### src/fsl_pkg.sv
// ----------------------------------------------------------------------------
// fsl_pkg
// Shared types, constants and helpers of the fixed-string line filter.
// ----------------------------------------------------------------------------
package fsl_pkg;

   localparam int PATTERN_MAX = 32;
   localparam longint PEEK_BYTES = 65536;
   localparam int OFFSET_BITS = 32;
   localparam int LINE_BITS = 32;
   localparam int PATTERN_WORD_BYTES = 8;
   localparam int LEN_BITS = $clog2(PATTERN_MAX + 1);
   localparam int BYTE_IDX_BITS = $clog2(PATTERN_MAX);

   localparam int CSR_INDEX_BITS = 3;
   localparam int CSR_DATA_BITS = 64;

   localparam logic [CSR_INDEX_BITS-1:0] REG_PATTERN_0 = 3'd0;
   localparam logic [CSR_INDEX_BITS-1:0] REG_PATTERN_1 = 3'd1;
   localparam logic [CSR_INDEX_BITS-1:0] REG_PATTERN_2 = 3'd2;
   localparam logic [CSR_INDEX_BITS-1:0] REG_PATTERN_3 = 3'd3;
   localparam logic [CSR_INDEX_BITS-1:0] REG_PATTERN_LENGTH = 3'd4;
   localparam logic [CSR_INDEX_BITS-1:0] REG_CASE_INSENSITIVE = 3'd5;

   localparam logic [7:0] CHAR_NEWLINE = 8'h0A;
   localparam logic [7:0] CHAR_NUL = 8'h00;
   localparam logic [7:0] CHAR_UPPER_A = 8'h41;
   localparam logic [7:0] CHAR_UPPER_Z = 8'h5A;
   localparam logic [7:0] CASE_OFFSET = 8'd32;

   localparam logic [OFFSET_BITS-1:0] OFFSET_MAX = '1;
   localparam logic [OFFSET_BITS-1:0] PEEK_LIMIT = OFFSET_BITS'(PEEK_BYTES);

   typedef struct packed {
      logic [PATTERN_MAX-1:0][7:0] pattern;   // folded pattern bytes
      logic [PATTERN_MAX-1:0]      active;    // bytes in use
      logic [PATTERN_MAX-1:0]      hit_sel;   // last byte in use, one-hot
      logic                        match_all; // empty pattern
      logic                        case_fold;
   } cfg_type;

   typedef struct packed {
      logic [PATTERN_MAX-1:0] mask;
      logic                   is_newline;
      logic                   is_nul;
      logic                   last;
   } cmd_type;

   typedef struct packed {
      logic [LINE_BITS-1:0] line_start;
      logic [LINE_BITS-1:0] line_length;
      logic                 line_matched;
      logic                 end_of_file;
      logic                 binary_file;
   } rsp_type;

   function automatic logic [7:0] fold_byte(input logic [7:0] c, input logic fold_en);
      logic upper;
      upper = (c >= CHAR_UPPER_A) && (c <= CHAR_UPPER_Z);
      return (fold_en && upper) ? c + CASE_OFFSET : c;
   endfunction

   function automatic logic [OFFSET_BITS-1:0] sat_inc(input logic [OFFSET_BITS-1:0] v);
      return (v == OFFSET_MAX) ? v : v + OFFSET_BITS'(1);
   endfunction

endpackage

### src/fsl_csr.sv
// ----------------------------------------------------------------------------
// fsl_csr
// Pattern, length and case registers, and the settings derived from them.
// ----------------------------------------------------------------------------
module fsl_csr (
   input  logic                                clock,
   input  logic                                reset,
   input  logic                                valid,
   output logic                                ready,
   input  logic [fsl_pkg::CSR_INDEX_BITS-1:0]  csr_index,
   input  logic [fsl_pkg::CSR_DATA_BITS-1:0]   csr_data,
   output fsl_pkg::cfg_type                    cfg
);

   logic [fsl_pkg::PATTERN_MAX-1:0][7:0] pattern_ff, pattern_in;
   logic [fsl_pkg::LEN_BITS-1:0]         length_ff, length_in;
   logic                                 case_ff, case_in;
   logic [fsl_pkg::LEN_BITS-1:0]         len_clamped;

   assign ready = 1'b1;

   always_comb begin
      pattern_in = pattern_ff;
      length_in  = length_ff;
      case_in    = case_ff;
      if (valid) begin
         unique case (csr_index) inside
            fsl_pkg::REG_PATTERN_0, fsl_pkg::REG_PATTERN_1,
            fsl_pkg::REG_PATTERN_2, fsl_pkg::REG_PATTERN_3: begin
               for (int b = 0; b < fsl_pkg::PATTERN_WORD_BYTES; b++) begin
                  pattern_in[{csr_index[1:0], 3'(b)}] = csr_data[8*b +: 8];
               end
            end
            fsl_pkg::REG_PATTERN_LENGTH: begin
               length_in = csr_data[fsl_pkg::LEN_BITS-1:0];
            end
            fsl_pkg::REG_CASE_INSENSITIVE: begin
               case_in = csr_data[0];
            end
            default: begin
            end
         endcase
      end
   end

   always_ff @(posedge clock) begin
      if (reset) begin
         pattern_ff <= '0;
         length_ff  <= '0;
         case_ff    <= 1'b0;
      end else begin
         pattern_ff <= pattern_in;
         length_ff  <= length_in;
         case_ff    <= case_in;
      end
   end

   // A length beyond the pattern store acts as the full store.
   assign len_clamped = (length_ff > fsl_pkg::LEN_BITS'(fsl_pkg::PATTERN_MAX))
                        ? fsl_pkg::LEN_BITS'(fsl_pkg::PATTERN_MAX) : length_ff;

   always_comb begin
      cfg.case_fold = case_ff;
      cfg.match_all = (len_clamped == '0);
      for (int j = 0; j < fsl_pkg::PATTERN_MAX; j++) begin
         cfg.pattern[j] = fsl_pkg::fold_byte(pattern_ff[j], case_ff);
         cfg.active[j]  = fsl_pkg::LEN_BITS'(j) < len_clamped;
         cfg.hit_sel[j] = fsl_pkg::LEN_BITS'(j + 1) == len_clamped;
      end
   end

endmodule

### src/fsl_front.sv
// ----------------------------------------------------------------------------
// fsl_front
// Accepts file bytes, compares each against every pattern byte and queues
// the resulting match mask and byte class for the back end.
// ----------------------------------------------------------------------------
module fsl_front (
   input  logic             clock,
   input  logic             reset,
   input  fsl_pkg::cfg_type cfg,
   input  logic             push,
   output logic             full,
   input  logic [7:0]       req_data_byte,
   input  logic             req_last_byte,
   output logic             cmd_valid,
   output fsl_pkg::cmd_type cmd,
   input  logic             cmd_pop
);

   localparam int DEPTH = 4;
   localparam int PTR_BITS = $clog2(DEPTH);

   fsl_pkg::cmd_type            queue_ff [DEPTH];
   fsl_pkg::cmd_type            cmd_new;
   logic [PTR_BITS-1:0]         wr_ptr_ff, wr_ptr_in;
   logic [PTR_BITS-1:0]         rd_ptr_ff, rd_ptr_in;
   logic [PTR_BITS:0]           count_ff, count_in;
   logic [7:0]                  folded;
   logic                        do_push;

   assign full    = (count_ff == (PTR_BITS+1)'(DEPTH));
   assign do_push = push && !full;

   always_comb begin
      folded = fsl_pkg::fold_byte(req_data_byte, cfg.case_fold);
      for (int j = 0; j < fsl_pkg::PATTERN_MAX; j++) begin
         cmd_new.mask[j] = cfg.active[j] && (cfg.pattern[j] == folded);
      end
      cmd_new.is_newline = (req_data_byte == fsl_pkg::CHAR_NEWLINE);
      cmd_new.is_nul     = (req_data_byte == fsl_pkg::CHAR_NUL);
      cmd_new.last       = req_last_byte;
   end

   always_comb begin
      wr_ptr_in = do_push ? wr_ptr_ff + PTR_BITS'(1) : wr_ptr_ff;
      rd_ptr_in = cmd_pop ? rd_ptr_ff + PTR_BITS'(1) : rd_ptr_ff;
      count_in  = count_ff + (PTR_BITS+1)'(do_push) - (PTR_BITS+1)'(cmd_pop);
   end

   always_ff @(posedge clock) begin
      if (reset) begin
         wr_ptr_ff <= '0;
         rd_ptr_ff <= '0;
         count_ff  <= '0;
      end else begin
         wr_ptr_ff <= wr_ptr_in;
         rd_ptr_ff <= rd_ptr_in;
         count_ff  <= count_in;
      end
   end

   always_ff @(posedge clock) begin
      if (do_push) begin
         queue_ff[wr_ptr_ff] <= cmd_new;
      end
   end

   assign cmd_valid = (count_ff != '0);
   assign cmd       = queue_ff[rd_ptr_ff];

endmodule

### src/fsl_back.sv
// ----------------------------------------------------------------------------
// fsl_back
// Shift-and matcher and line bookkeeping; builds line reports and holds them
// in a small result queue until they are taken.
// ----------------------------------------------------------------------------
module fsl_back (
   input  logic                          clock,
   input  logic                          reset,
   input  fsl_pkg::cfg_type              cfg,
   input  logic                          cmd_valid,
   input  fsl_pkg::cmd_type              cmd,
   output logic                          cmd_pop,
   output logic                          empty,
   input  logic                          pop,
   output fsl_pkg::rsp_type              rsp
);

   localparam int DEPTH = 2;
   localparam int PTR_BITS = $clog2(DEPTH);

   logic [fsl_pkg::PATTERN_MAX-1:0] mv_ff, mv_in, mv_next;
   logic [fsl_pkg::OFFSET_BITS-1:0] offset_ff, offset_in;
   logic [fsl_pkg::OFFSET_BITS-1:0] start_ff, start_in;
   logic                            hit_ff, hit_in, hit_next;
   logic                            binary_ff, binary_in, binary_next;
   logic [fsl_pkg::OFFSET_BITS-1:0] diff, len;
   logic                            start_ok;
   logic                            report, emit, do_pop;
   fsl_pkg::rsp_type                rsp_new;

   fsl_pkg::rsp_type                queue_ff [DEPTH];
   logic [PTR_BITS-1:0]             wr_ptr_ff, wr_ptr_in;
   logic [PTR_BITS-1:0]             rd_ptr_ff, rd_ptr_in;
   logic [PTR_BITS:0]               count_ff, count_in;
   logic                            rsp_full;

   assign empty    = (count_ff == '0);
   assign do_pop   = pop && !empty;
   assign rsp_full = (count_ff == (PTR_BITS+1)'(DEPTH));
   assign cmd_pop  = cmd_valid && (!rsp_full || do_pop);

   always_comb begin
      binary_next = binary_ff ||
                    (cmd.is_nul && (offset_ff < fsl_pkg::PEEK_LIMIT));
      mv_next     = {mv_ff[fsl_pkg::PATTERN_MAX-2:0], 1'b1} & cmd.mask;
      start_ok    = (offset_ff >= start_ff);
      diff        = offset_ff - start_ff;
      if (cmd.is_newline) begin
         hit_next = hit_ff;
         len      = start_ok ? diff : '0;
         report   = 1'b1;
      end else begin
         hit_next = hit_ff || ((mv_next & cfg.hit_sel) != '0);
         len      = start_ok ? fsl_pkg::sat_inc(diff) : '0;
         report   = cmd.last;
      end

      // Once the file is marked binary only its final byte gives a report.
      if (binary_next) begin
         emit    = cmd.last;
         rsp_new = '{line_start: '0, line_length: '0, line_matched: 1'b0,
                     end_of_file: 1'b1, binary_file: 1'b1};
      end else begin
         emit                 = report;
         rsp_new.line_start   = start_ff[fsl_pkg::LINE_BITS-1:0];
         rsp_new.line_length  = len[fsl_pkg::LINE_BITS-1:0];
         rsp_new.line_matched = hit_next || cfg.match_all;
         rsp_new.end_of_file  = cmd.last;
         rsp_new.binary_file  = 1'b0;
      end

      mv_in     = mv_ff;
      hit_in    = hit_ff;
      start_in  = start_ff;
      offset_in = offset_ff;
      binary_in = binary_ff;
      if (cmd_pop) begin
         binary_in = binary_next;
         offset_in = fsl_pkg::sat_inc(offset_ff);
         if (cmd.is_newline) begin
            mv_in    = '0;
            hit_in   = 1'b0;
            start_in = fsl_pkg::sat_inc(offset_ff);
         end else begin
            mv_in  = mv_next;
            hit_in = hit_next;
         end
         if (cmd.last) begin
            mv_in     = '0;
            hit_in    = 1'b0;
            start_in  = '0;
            offset_in = '0;
            binary_in = 1'b0;
         end
      end
   end

   always_comb begin
      wr_ptr_in = (cmd_pop && emit) ? wr_ptr_ff + PTR_BITS'(1) : wr_ptr_ff;
      rd_ptr_in = do_pop ? rd_ptr_ff + PTR_BITS'(1) : rd_ptr_ff;
      count_in  = count_ff + (PTR_BITS+1)'(cmd_pop && emit) - (PTR_BITS+1)'(do_pop);
   end

   always_ff @(posedge clock) begin
      if (reset) begin
         mv_ff     <= '0;
         hit_ff    <= 1'b0;
         start_ff  <= '0;
         offset_ff <= '0;
         binary_ff <= 1'b0;
         wr_ptr_ff <= '0;
         rd_ptr_ff <= '0;
         count_ff  <= '0;
      end else begin
         mv_ff     <= mv_in;
         hit_ff    <= hit_in;
         start_ff  <= start_in;
         offset_ff <= offset_in;
         binary_ff <= binary_in;
         wr_ptr_ff <= wr_ptr_in;
         rd_ptr_ff <= rd_ptr_in;
         count_ff  <= count_in;
      end
   end

   always_ff @(posedge clock) begin
      if (cmd_pop && emit) begin
         queue_ff[wr_ptr_ff] <= rsp_new;
      end
   end

   assign rsp = queue_ff[rd_ptr_ff];

endmodule

### src/fixed_string_line_filter_unit.sv
// ----------------------------------------------------------------------------
// fixed_string_line_filter_unit
// A request accepted into the four-entry front queue passes to the back end,
// and any report it gives is registered in the result queue, then popped.
// Throughput: one byte per cycle while the result queue is not full; the
// shift-and update in the back end is a single step per byte.
// Reset clears all file state, the queues and the configuration registers.
// ----------------------------------------------------------------------------
module fixed_string_line_filter_unit (
   input  logic                                clock,
   input  logic                                reset,
   input  logic                                push,
   output logic                                full,
   input  logic [7:0]                          req_data_byte,
   input  logic                                req_last_byte,
   output logic                                empty,
   input  logic                                pop,
   output logic [fsl_pkg::LINE_BITS-1:0]       rsp_line_start,
   output logic [fsl_pkg::LINE_BITS-1:0]       rsp_line_length,
   output logic                                rsp_line_matched,
   output logic                                rsp_end_of_file,
   output logic                                rsp_binary_file,
   input  logic                                valid,
   output logic                                ready,
   input  logic [fsl_pkg::CSR_INDEX_BITS-1:0]  csr_index,
   input  logic [fsl_pkg::CSR_DATA_BITS-1:0]   csr_data
);

   fsl_pkg::cfg_type cfg;
   fsl_pkg::cmd_type cmd;
   fsl_pkg::rsp_type rsp;
   logic             cmd_valid;
   logic             cmd_pop;

   fsl_csr u_csr (
      .clock     (clock),
      .reset     (reset),
      .valid     (valid),
      .ready     (ready),
      .csr_index (csr_index),
      .csr_data  (csr_data),
      .cfg       (cfg)
   );

   fsl_front u_front (
      .clock         (clock),
      .reset         (reset),
      .cfg           (cfg),
      .push          (push),
      .full          (full),
      .req_data_byte (req_data_byte),
      .req_last_byte (req_last_byte),
      .cmd_valid     (cmd_valid),
      .cmd           (cmd),
      .cmd_pop       (cmd_pop)
   );

   fsl_back u_back (
      .clock     (clock),
      .reset     (reset),
      .cfg       (cfg),
      .cmd_valid (cmd_valid),
      .cmd       (cmd),
      .cmd_pop   (cmd_pop),
      .empty     (empty),
      .pop       (pop),
      .rsp       (rsp)
   );

   assign rsp_line_start   = rsp.line_start;
   assign rsp_line_length  = rsp.line_length;
   assign rsp_line_matched = rsp.line_matched;
   assign rsp_end_of_file  = rsp.end_of_file;
   assign rsp_binary_file  = rsp.binary_file;

endmodule

### config.mk
export PLATFORM = sky130hd
export DESIGN_NAME = fixed_string_line_filter_unit
export DESIGN_NICKNAME = d
export VERILOG_FILES = /design/src/fsl_pkg.sv /design/src/fsl_csr.sv /design/src/fsl_front.sv /design/src/fsl_back.sv /design/src/fixed_string_line_filter_unit.sv
export SDC_FILE = /design/constraint.sdc
export NUM_CORES = 1
export LEC_CHECK = 0
export BUFFER_PORTS_ARGS = -buffer_cell sky130_fd_sc_hd__clkbuf_2
export CAP_MARGIN = 10
export CORE_MARGIN = 4
export CORE_UTILIZATION = 58
export DETAILED_ROUTE_END_ITERATION = 6
export PLACE_DENSITY = 0.85
export RECOVER_POWER = 100
export SETUP_SLACK_MARGIN = 0.3
export SYNTH_ARGS = -nofsm -noshare
export SYNTH_HDL_FRONTEND = slang
export SYNTH_SLANG_ARGS = --single-unit
### constraint.sdc
create_clock -name clock -period 8.64 [get_ports clock]
set_input_delay 0.432 -clock clock [delete_from_list [all_inputs] [get_ports clock]]
set_output_delay 0.432 -clock clock [all_outputs]
set_load 0.05 [all_outputs]
==> results of run 1 <==
[layout make-up]
cell class,count,area share (%)
timing repair buffer,186,2.53
clock buffer,93,5.64
tap,756,2.60
clock inverter,35,1.02
inverter,85,0.876
multi-input combinational,2593,44.2
sequential,648,43.1
[stage by stage]
stage | std cells | power [mW] | util [%]
global route | 4396 | 10.5 | 64.7
CTS | 4396 | 10.2 | 65.0
floorplan | 3533 | 6.26 | -
detailed placement | 4268 | 7.11 | 60.6
finish | 4396 | 10.1 | 64.7
global placement | 4268 | 7.04 | 60.6
[cells in the mapped netlist (50+ instances only)]
cell        n  area (µm²)
a21oi_1   425        2130
clkbuf_1  167         627
dfxtp_1   374        7490
edfxtp_1  274        8230
ha_1       75         938
inv_1      83         312
mux2_2     69         777
nand2_1   671        2520
nand3_1    50         250
nor2_1    249         935
o21ai_0    95         475
or3_1      53         332
xnor2_1   121        1060
xor2_1    196        1720
[power breakdown]
| part | switching (mW) | leakage (nW) | internal, mW |
|---|---|---|---|
| Clock | 1.27 | 1.19 | 1.84 |
| Sequential | 0.150 | 5.54 | 3.68 |
| Combinational | 2.30 | 6.25 | 0.889 |
| Total | 3.73 | 13.0 | 6.41 |
[cell families (layout without fill, tap and decap cells)]
family	Yosys count	count (layout)	synth area share, %
fa+ha+maj	77	77	2.97
other cells	1	1	0.0114
flops	648	648	47.7
xor+xnor	320	320	8.58
compound gates	770	770	13.8
simple gates	1308	1308	18.2
mux	117	117	5.11
buf+inv	292	399	3.53
[worst paths after layout]
path	cells past startpoint	endpoint	slack, ps	startpoint
worst max-delay path	10	u_front.queue_ff[2][27]$_DFFE_PP_	1950	req_data_byte[2]
worst min-delay path	3	u_csr.pattern_ff[184]$_SDFFE_PP0P_	80	csr_data[56]
worst max register to register	7	u_back.mv_ff[6]$_SDFFE_PP0P_	2620	flip-flop
worst min register to register	2	u_back.start_ff[24]$_SDFFE_PP0P_	460	u_back.start_ff[24]$_SDFFE_PP0P_
[worst reg2reg max path: stages, from the launching register on]
cell      delay [ps]
dfxtp_2          310
clkbuf_1        2170
mux4_2          1070
or3_1            420
clkbuf_1         500
nor2_1          1060
a32oi_1          230
nor2_1           150
[sequential cells by signal, indices dropped and copies added (netlist names), 3 cells and up, named ones only]
register,cells
u_csr.pattern_ff,256
u_front.queue_ff,140
u_back.queue_ff,134
u_back.offset_ff,32
u_back.start_ff,32
u_back.mv_ff,31
u_csr.length_ff,6
u_front.count_ff,3
[per-layer routing]
metal / global-route usage (%) / up-vias / share of wire (%)
li1: - / 12600 / -
met1: 35.5 / 13000 / 37
met2: 50.5 / 1456 / 49
met3: 5.44 / 383 / 9.0
met4: 15.5 / 0 / 5.6
met5: 0 / - / 0
==> impl_metrics.csv, run 1 <==
group,metric,value,unit
timing,rsz0062_at_grt,"no",
timing,clock_skew,19.6,ps
detailed_routing,finalWirelength,91600,µm
global_routing,grt_pass1_vias,26200,
detailed_routing,ant_nets,0,
placed_design,place_congestion,0.925,
timing,slew_viol_final,505,
placed_design,place_ws,3910,ps
layout,final_nets,3742,
pwr,p_leak,13.0,nW
worst_setup_path,crit_path_max_incr_delay,2260,ps
timing,finalSetupViolCount,0,
global_routing,grt.overflow.total,0,
timing,fmax,149,MHz
layout,nFillCells,4393,
placed_design,hpwl,59100,µm
detailed_routing,drt_iter0_markers,2942,
die,dieHeight,246,µm
detailed_routing,drc,7,
placed_design,place_area,34100,µm²
timing,timing.final.crit_share,77.4,%
timing,fin_hold_ws,83.5,ps
die,rows,87,
run_status,status,"finished with violations",
worst_setup_path,required,8970,ps
yosys,yosysWarnings,0,
yosys,synth_cells,3533,
yosys,syn_nets,3691,
global_routing,grt_pass1_wl,142000,µm
detailed_routing,dr_total_vias,27400,
global_routing,grt_max_degree,108,
placed_design,io_buffers,149,
worst_setup_path,slowest_stage,"clkbuf_1",
worst_setup_path,crit_fanout,34,
detailed_routing,drtPass1Iterations,7,
detailed_routing,vias_per_cell,6.24,
timing,timing.final.hold_violations,0,
timing,layout_setup_ws,1950,ps
cts,cts_tree,"built",
yosys,synth_seq_cells,648,
global_routing,grt_usage,29.5,%
cts,clock_sinks,648,
yosys,synthesis.area,32900,µm²
yosys,synth-edff-count,274,
die,io_pins,151,
layout,final-seq-area,15700,µm²
timing,max_slew_margin,-231,%
cts,path_clk_slew,60,ps
yosys,syn_avg_cell_area,9.32,µm²
yosys,yosysSeqAreaShare,47.7,%
timing,setup_tns,0,ps
die,die_area,60600,µm²
worst_setup_path,path_buf_inv,4,
cts,postCtsResizedCells,0,
worst_setup_path,worst_setup_path_start_kind,"primary input",
layout,drive_gt1_share,10.5,%
yosys,synth_cell_types,97,
timing,tightest_slew,4960,ps
layout,final_cell_mix,"nand2_1 (669), a21oi_1 (424), dfxtp_1 (371)",
cts,cts_setup_buffers,0,
cts,cts_buffers,70,
worst_setup_path,critPathTopFamily,"buffers and inverters",
layout,final_common_cell,"nand2_1",
layout,stdcell_area,36400,µm²
global_routing,antenna_found_initial,0,
layout,multi_input_area,16100,µm²
detailed_routing,wl_per_cell,20.8,µm
cts,clk_latency,630,ps
worst_setup_path,crit_type,"in -> reg",
run_status,violations,"DRC, capacitance limit, slew limit",
pwr,powerDensity,278,nW/µm²
worst_setup_path,arrival,7020,ps
die,core_region_area,56300,µm²
layout,syn_to_final_growth,10.7,%
yosys,ys_async_sr_fraction,0,%
cts,clockBufferDepth,3,
cts,cts_root_buf,"clkbuf_16",
worst_setup_path,worstPathCellList,"clkbuf_2 > clkbuf_1 > or3_1 > o32ai_1 > nor4_1 > inv_1 > o21ai_4 > clkbuf_1 > xor2_1 > nor4_1",
worst_setup_path,cp-end-kind,"flip-flop",
die,start_util,58.5,%
layout,antenna_cells,0,
pwr,ir_drop,0.202,mV
cts,holdBufCountCts,0,
yosys,yosys_most_used_dff,"dfxtp_1",
run,drv_cap,11,
hold_path,worstHoldPathType,"in -> reg",
die,die_w,246,µm
timing,min_period,6690,ps
cts,cts_htree_levels,3,
(Power assumes the default switching activity.)
==> inputs of run 2 (changes only) <==
--- a/config.mk
+++ b/config.mk
@@ -8,9 +8,9 @@
 export BUFFER_PORTS_ARGS = -buffer_cell sky130_fd_sc_hd__clkbuf_2
 export CAP_MARGIN = 10
 export CORE_MARGIN = 4
-export CORE_UTILIZATION = 58
+export CORE_UTILIZATION = 56
 export DETAILED_ROUTE_END_ITERATION = 6
-export PLACE_DENSITY = 0.85
+export PLACE_DENSITY = 0.86
 export RECOVER_POWER = 100
 export SETUP_SLACK_MARGIN = 0.3
 export SYNTH_ARGS = -nofsm -noshare
==> constraint.sdc (replaced) <==
create_clock -name clock -period 5.8 [get_ports clock]
set_input_delay 0.29 -clock clock [delete_from_list [all_inputs] [get_ports clock]]
set_output_delay 0.29 -clock clock [all_outputs]
set_load 0.05 [all_outputs]
==> run 2 against run 1 <==
The run still ends with DRC, capacitance limit, slew limit left. Final cell count increased by 1.6%. Sequential share of layout area decreased by 0.67 points. Routed wire length decreased by 0.24%. Non-clock buffer count increased by 66. Clock skew increased by 14 ps. Sequential power increased by 49%. Register-to-register slack got worse by 2100 ps. Highest routed layer unchanged.
==> impl_metrics.csv, run 2 (synthesized netlist as in run 1, its figures left out) <==
group,metric,value,unit
placed_design,hpwl,58800,µm
detailed_routing,dr_total_vias,27500,
layout,final_nets,3808,
timing,fmax,189,MHz
detailed_routing,finalWirelength,91300,µm
global_routing,use_met2,48.8,%
cts,cts_buffers,70,
layout,nFillCells,4488,
layout,final_cell_mix,"nand2_1 (669), a21oi_1 (424), dfxtp_1 (372)",
timing,layout_setup_ws,510,ps
pwr,ir_drop,0.482,mV
timing,min_period,5290,ps
placed_design,place_congestion,0.943,
timing,timing.final.hold_violations,0,
worst_setup_path,required,6210,ps
die,io_pins,151,
hold_path,worstHoldPathType,"in -> reg",
cts,cts_htree_levels,3,
global_routing,grt_use_met1,33.1,%
worst_setup_path,worst_setup_path_start_kind,"flip-flop",
cts,cts_tree,"built",
pwr,powerDensity,407,nW/µm²
worst_setup_path,startpoint,"u_back.offset_ff[0]$_SDFFE_PP0P_",
worst_setup_path,reg2reg_from,"u_back.offset_ff[0]$_SDFFE_PP0P_",
die,dieHeight,250,µm
detailed_routing,ant_nets,0,
layout,largest_reg_flops,256,
layout,top_regs,"u_csr.pattern_ff (256), u_front.queue_ff (140), u_back.queue_ff (134)",
placed_design,io_buffers,149,
cts,path_clk_slew,60,ps
global_routing,grt_most_used_layer,"met2",
layout,final_common_cell,"nand2_1",
timing,rsz0062_at_grt,"no",
layout,drive_gt1_share,10.0,%
global_routing,grt_pass1_wl,143000,µm
cts,clockBufferDepth,3,
global_routing,antenna_found_initial,0,
global_routing,grt_usage,28.0,%
detailed_routing,drtPass1Iterations,7,
worst_setup_path,rr_worst_depth,14,
die,die_area,62700,µm²
timing,finalSetupViolCount,0,
pwr,total_power,15.1,mW
pwr,p_leak,13.3,nW
detailed_routing,vias_per_cell,6.16,
worst_setup_path,crit_type,"reg -> reg",
global_routing,grt_util_met3,5.16,%
worst_setup_path,r2r-end,"u_back.queue_ff[0][27]$_DFFE_PP_",
timing,max_slew_margin,-152,%
global_routing,grt.overflow.total,0,
cts,cts_root_buf,"clkbuf_16",
timing,slew_viol_final,693,
die,rows,88,
worst_setup_path,rrSetupSlack,510,ps
layout,syn_to_final_growth,12.4,%
worst_setup_path,critPathCapture,"u_back.queue_ff[0][27]$_DFFE_PP_",
detailed_routing,wl_per_cell,20.4,µm
hold_path,hold_depth,3,
cts,clk_latency,630,ps
layout,top_register,"u_csr.pattern_ff",
detailed_routing,drc,3,
worst_setup_path,cp-end-kind,"flip-flop",
global_routing,grt_pass1_vias,26700,
die,start_util,56.8,%
timing,clock_skew,33.5,ps
timing,tightest_slew,3790,ps
run,drv_cap,12,
cts,postCtsResizedCells,0,
cts,clock_sinks,648,
layout,antenna_cells,0,
detailed_routing,drt_iter0_markers,2651,
cts,cts_setup_buffers,0,
worst_setup_path,arrival,5700,ps
placed_design,place_ws,878,ps
run_status,status,"finished with violations",
worst_setup_path,crit_fanout,9,
timing,timing.final.crit_share,91.2,%
die,core_region_area,57900,µm²
hold_path,worstHoldStart,"csr_data[24]",
timing,setup_tns,0,ps
global_routing,grt_max_degree,159,
run_status,violations,"DRC, capacitance limit, slew limit",
die,die_w,250,µm
## run 2: cell count changes in the layout (fill, tap and decap cells not counted), sizes merged
| cell | before | now |
|---|---|---|
| buf | 27 | 28 |
| bufinv | 5 | 8 |
| clkbuf | 252 | 251 |
| clkinv | 25 | 24 |
| clkinvlp | 2 | 1 |
| dlygate4sd3 | 0 | 62 |
## run 2: worst min-delay path by stage
| stage | end |
|---|---|
| 2_1_floorplan | u_front.queue_ff[0][0]$_DFFE_PP_ |
| 3_3_place_gp | u_back.start_ff[23]$_SDFFE_PP0P_ |
| 3_5_place_dp | u_back.start_ff[23]$_SDFFE_PP0P_ |
| 4_1_cts | u_csr.pattern_ff[88]$_SDFFE_PP0P_ |
| 5_1_grt | u_csr.pattern_ff[193]$_SDFFE_PP0P_ |
| 6_report | u_csr.pattern_ff[88]$_SDFFE_PP0P_ |
## run 2: layer usage
| metal | vias to the layer above | part of all wire (%) |
|---|---|---|
| met2 | 1466 | 49 |
| met5 | - | 0 |
| met3 | 359 | 9.2 |
| met4 | 0 | 5.6 |
| li1 | 12700 | - |
| met1 | 13000 | 36 |
## run 2: timing repair
action                                  CTS  global route
endpoints found under the hold margin   243             0
hold buffers                             62             0
endpoints found under the setup margin    0             0
## run 2: cell type report
| type | count | area, µm² | share of cell area [%] |
|---|---|---|---|
| Clock buffer | 89 | 1930 | 5.23 |
| Multi-Input combinational cell | 2593 | 16100 | 43.4 |
| Sequential cell | 648 | 15700 | 42.5 |
| Timing Repair Buffer | 252 | 1600 | 4.33 |
| Inverter | 85 | 319 | 0.862 |
| Clock inverter | 36 | 420 | 1.14 |
| Tap cell | 765 | 957 | 2.59 |
## run 2: power breakdown
group	internal (mW)	leakage [nW]	total (mW)	switching, mW
Combinational	1.35	6.55	4.79	3.44
Clock	2.73	1.16	4.59	1.86
Sequential	5.48	5.54	5.70	0.228
Total	9.55	13.3	15.1	5.53
## run 2: worst max-delay path, cell delays in order (launching register included)
cell,delay (ps)
dfxtp_1,390
inv_1,90
ha_1,210
fa_1,410
nand2b_1,230
a21oi_2,190
o21ai_2,130
xor2_1,210
or4b_1,560
nor3_1,430
nand3_1,300
or4_4,510
a311oi_1,930
nand4_1,200
a21oi_1,290
## run 2: per-stage QoR
step | hold WS [ps] | cells | util, % | area (µm²)
final | 8.26 | 4468 | 63.9 | 37000
after global routing | 14.4 | 4468 | 63.9 | 37000
after CTS | 0.645 | 4468 | 64.2 | 37200
after detailed placement | 444 | 4281 | 59.1 | 34200
after global placement | 434 | 4281 | 59.1 | 34200
after floorplan | 389 | 3533 | - | 32900
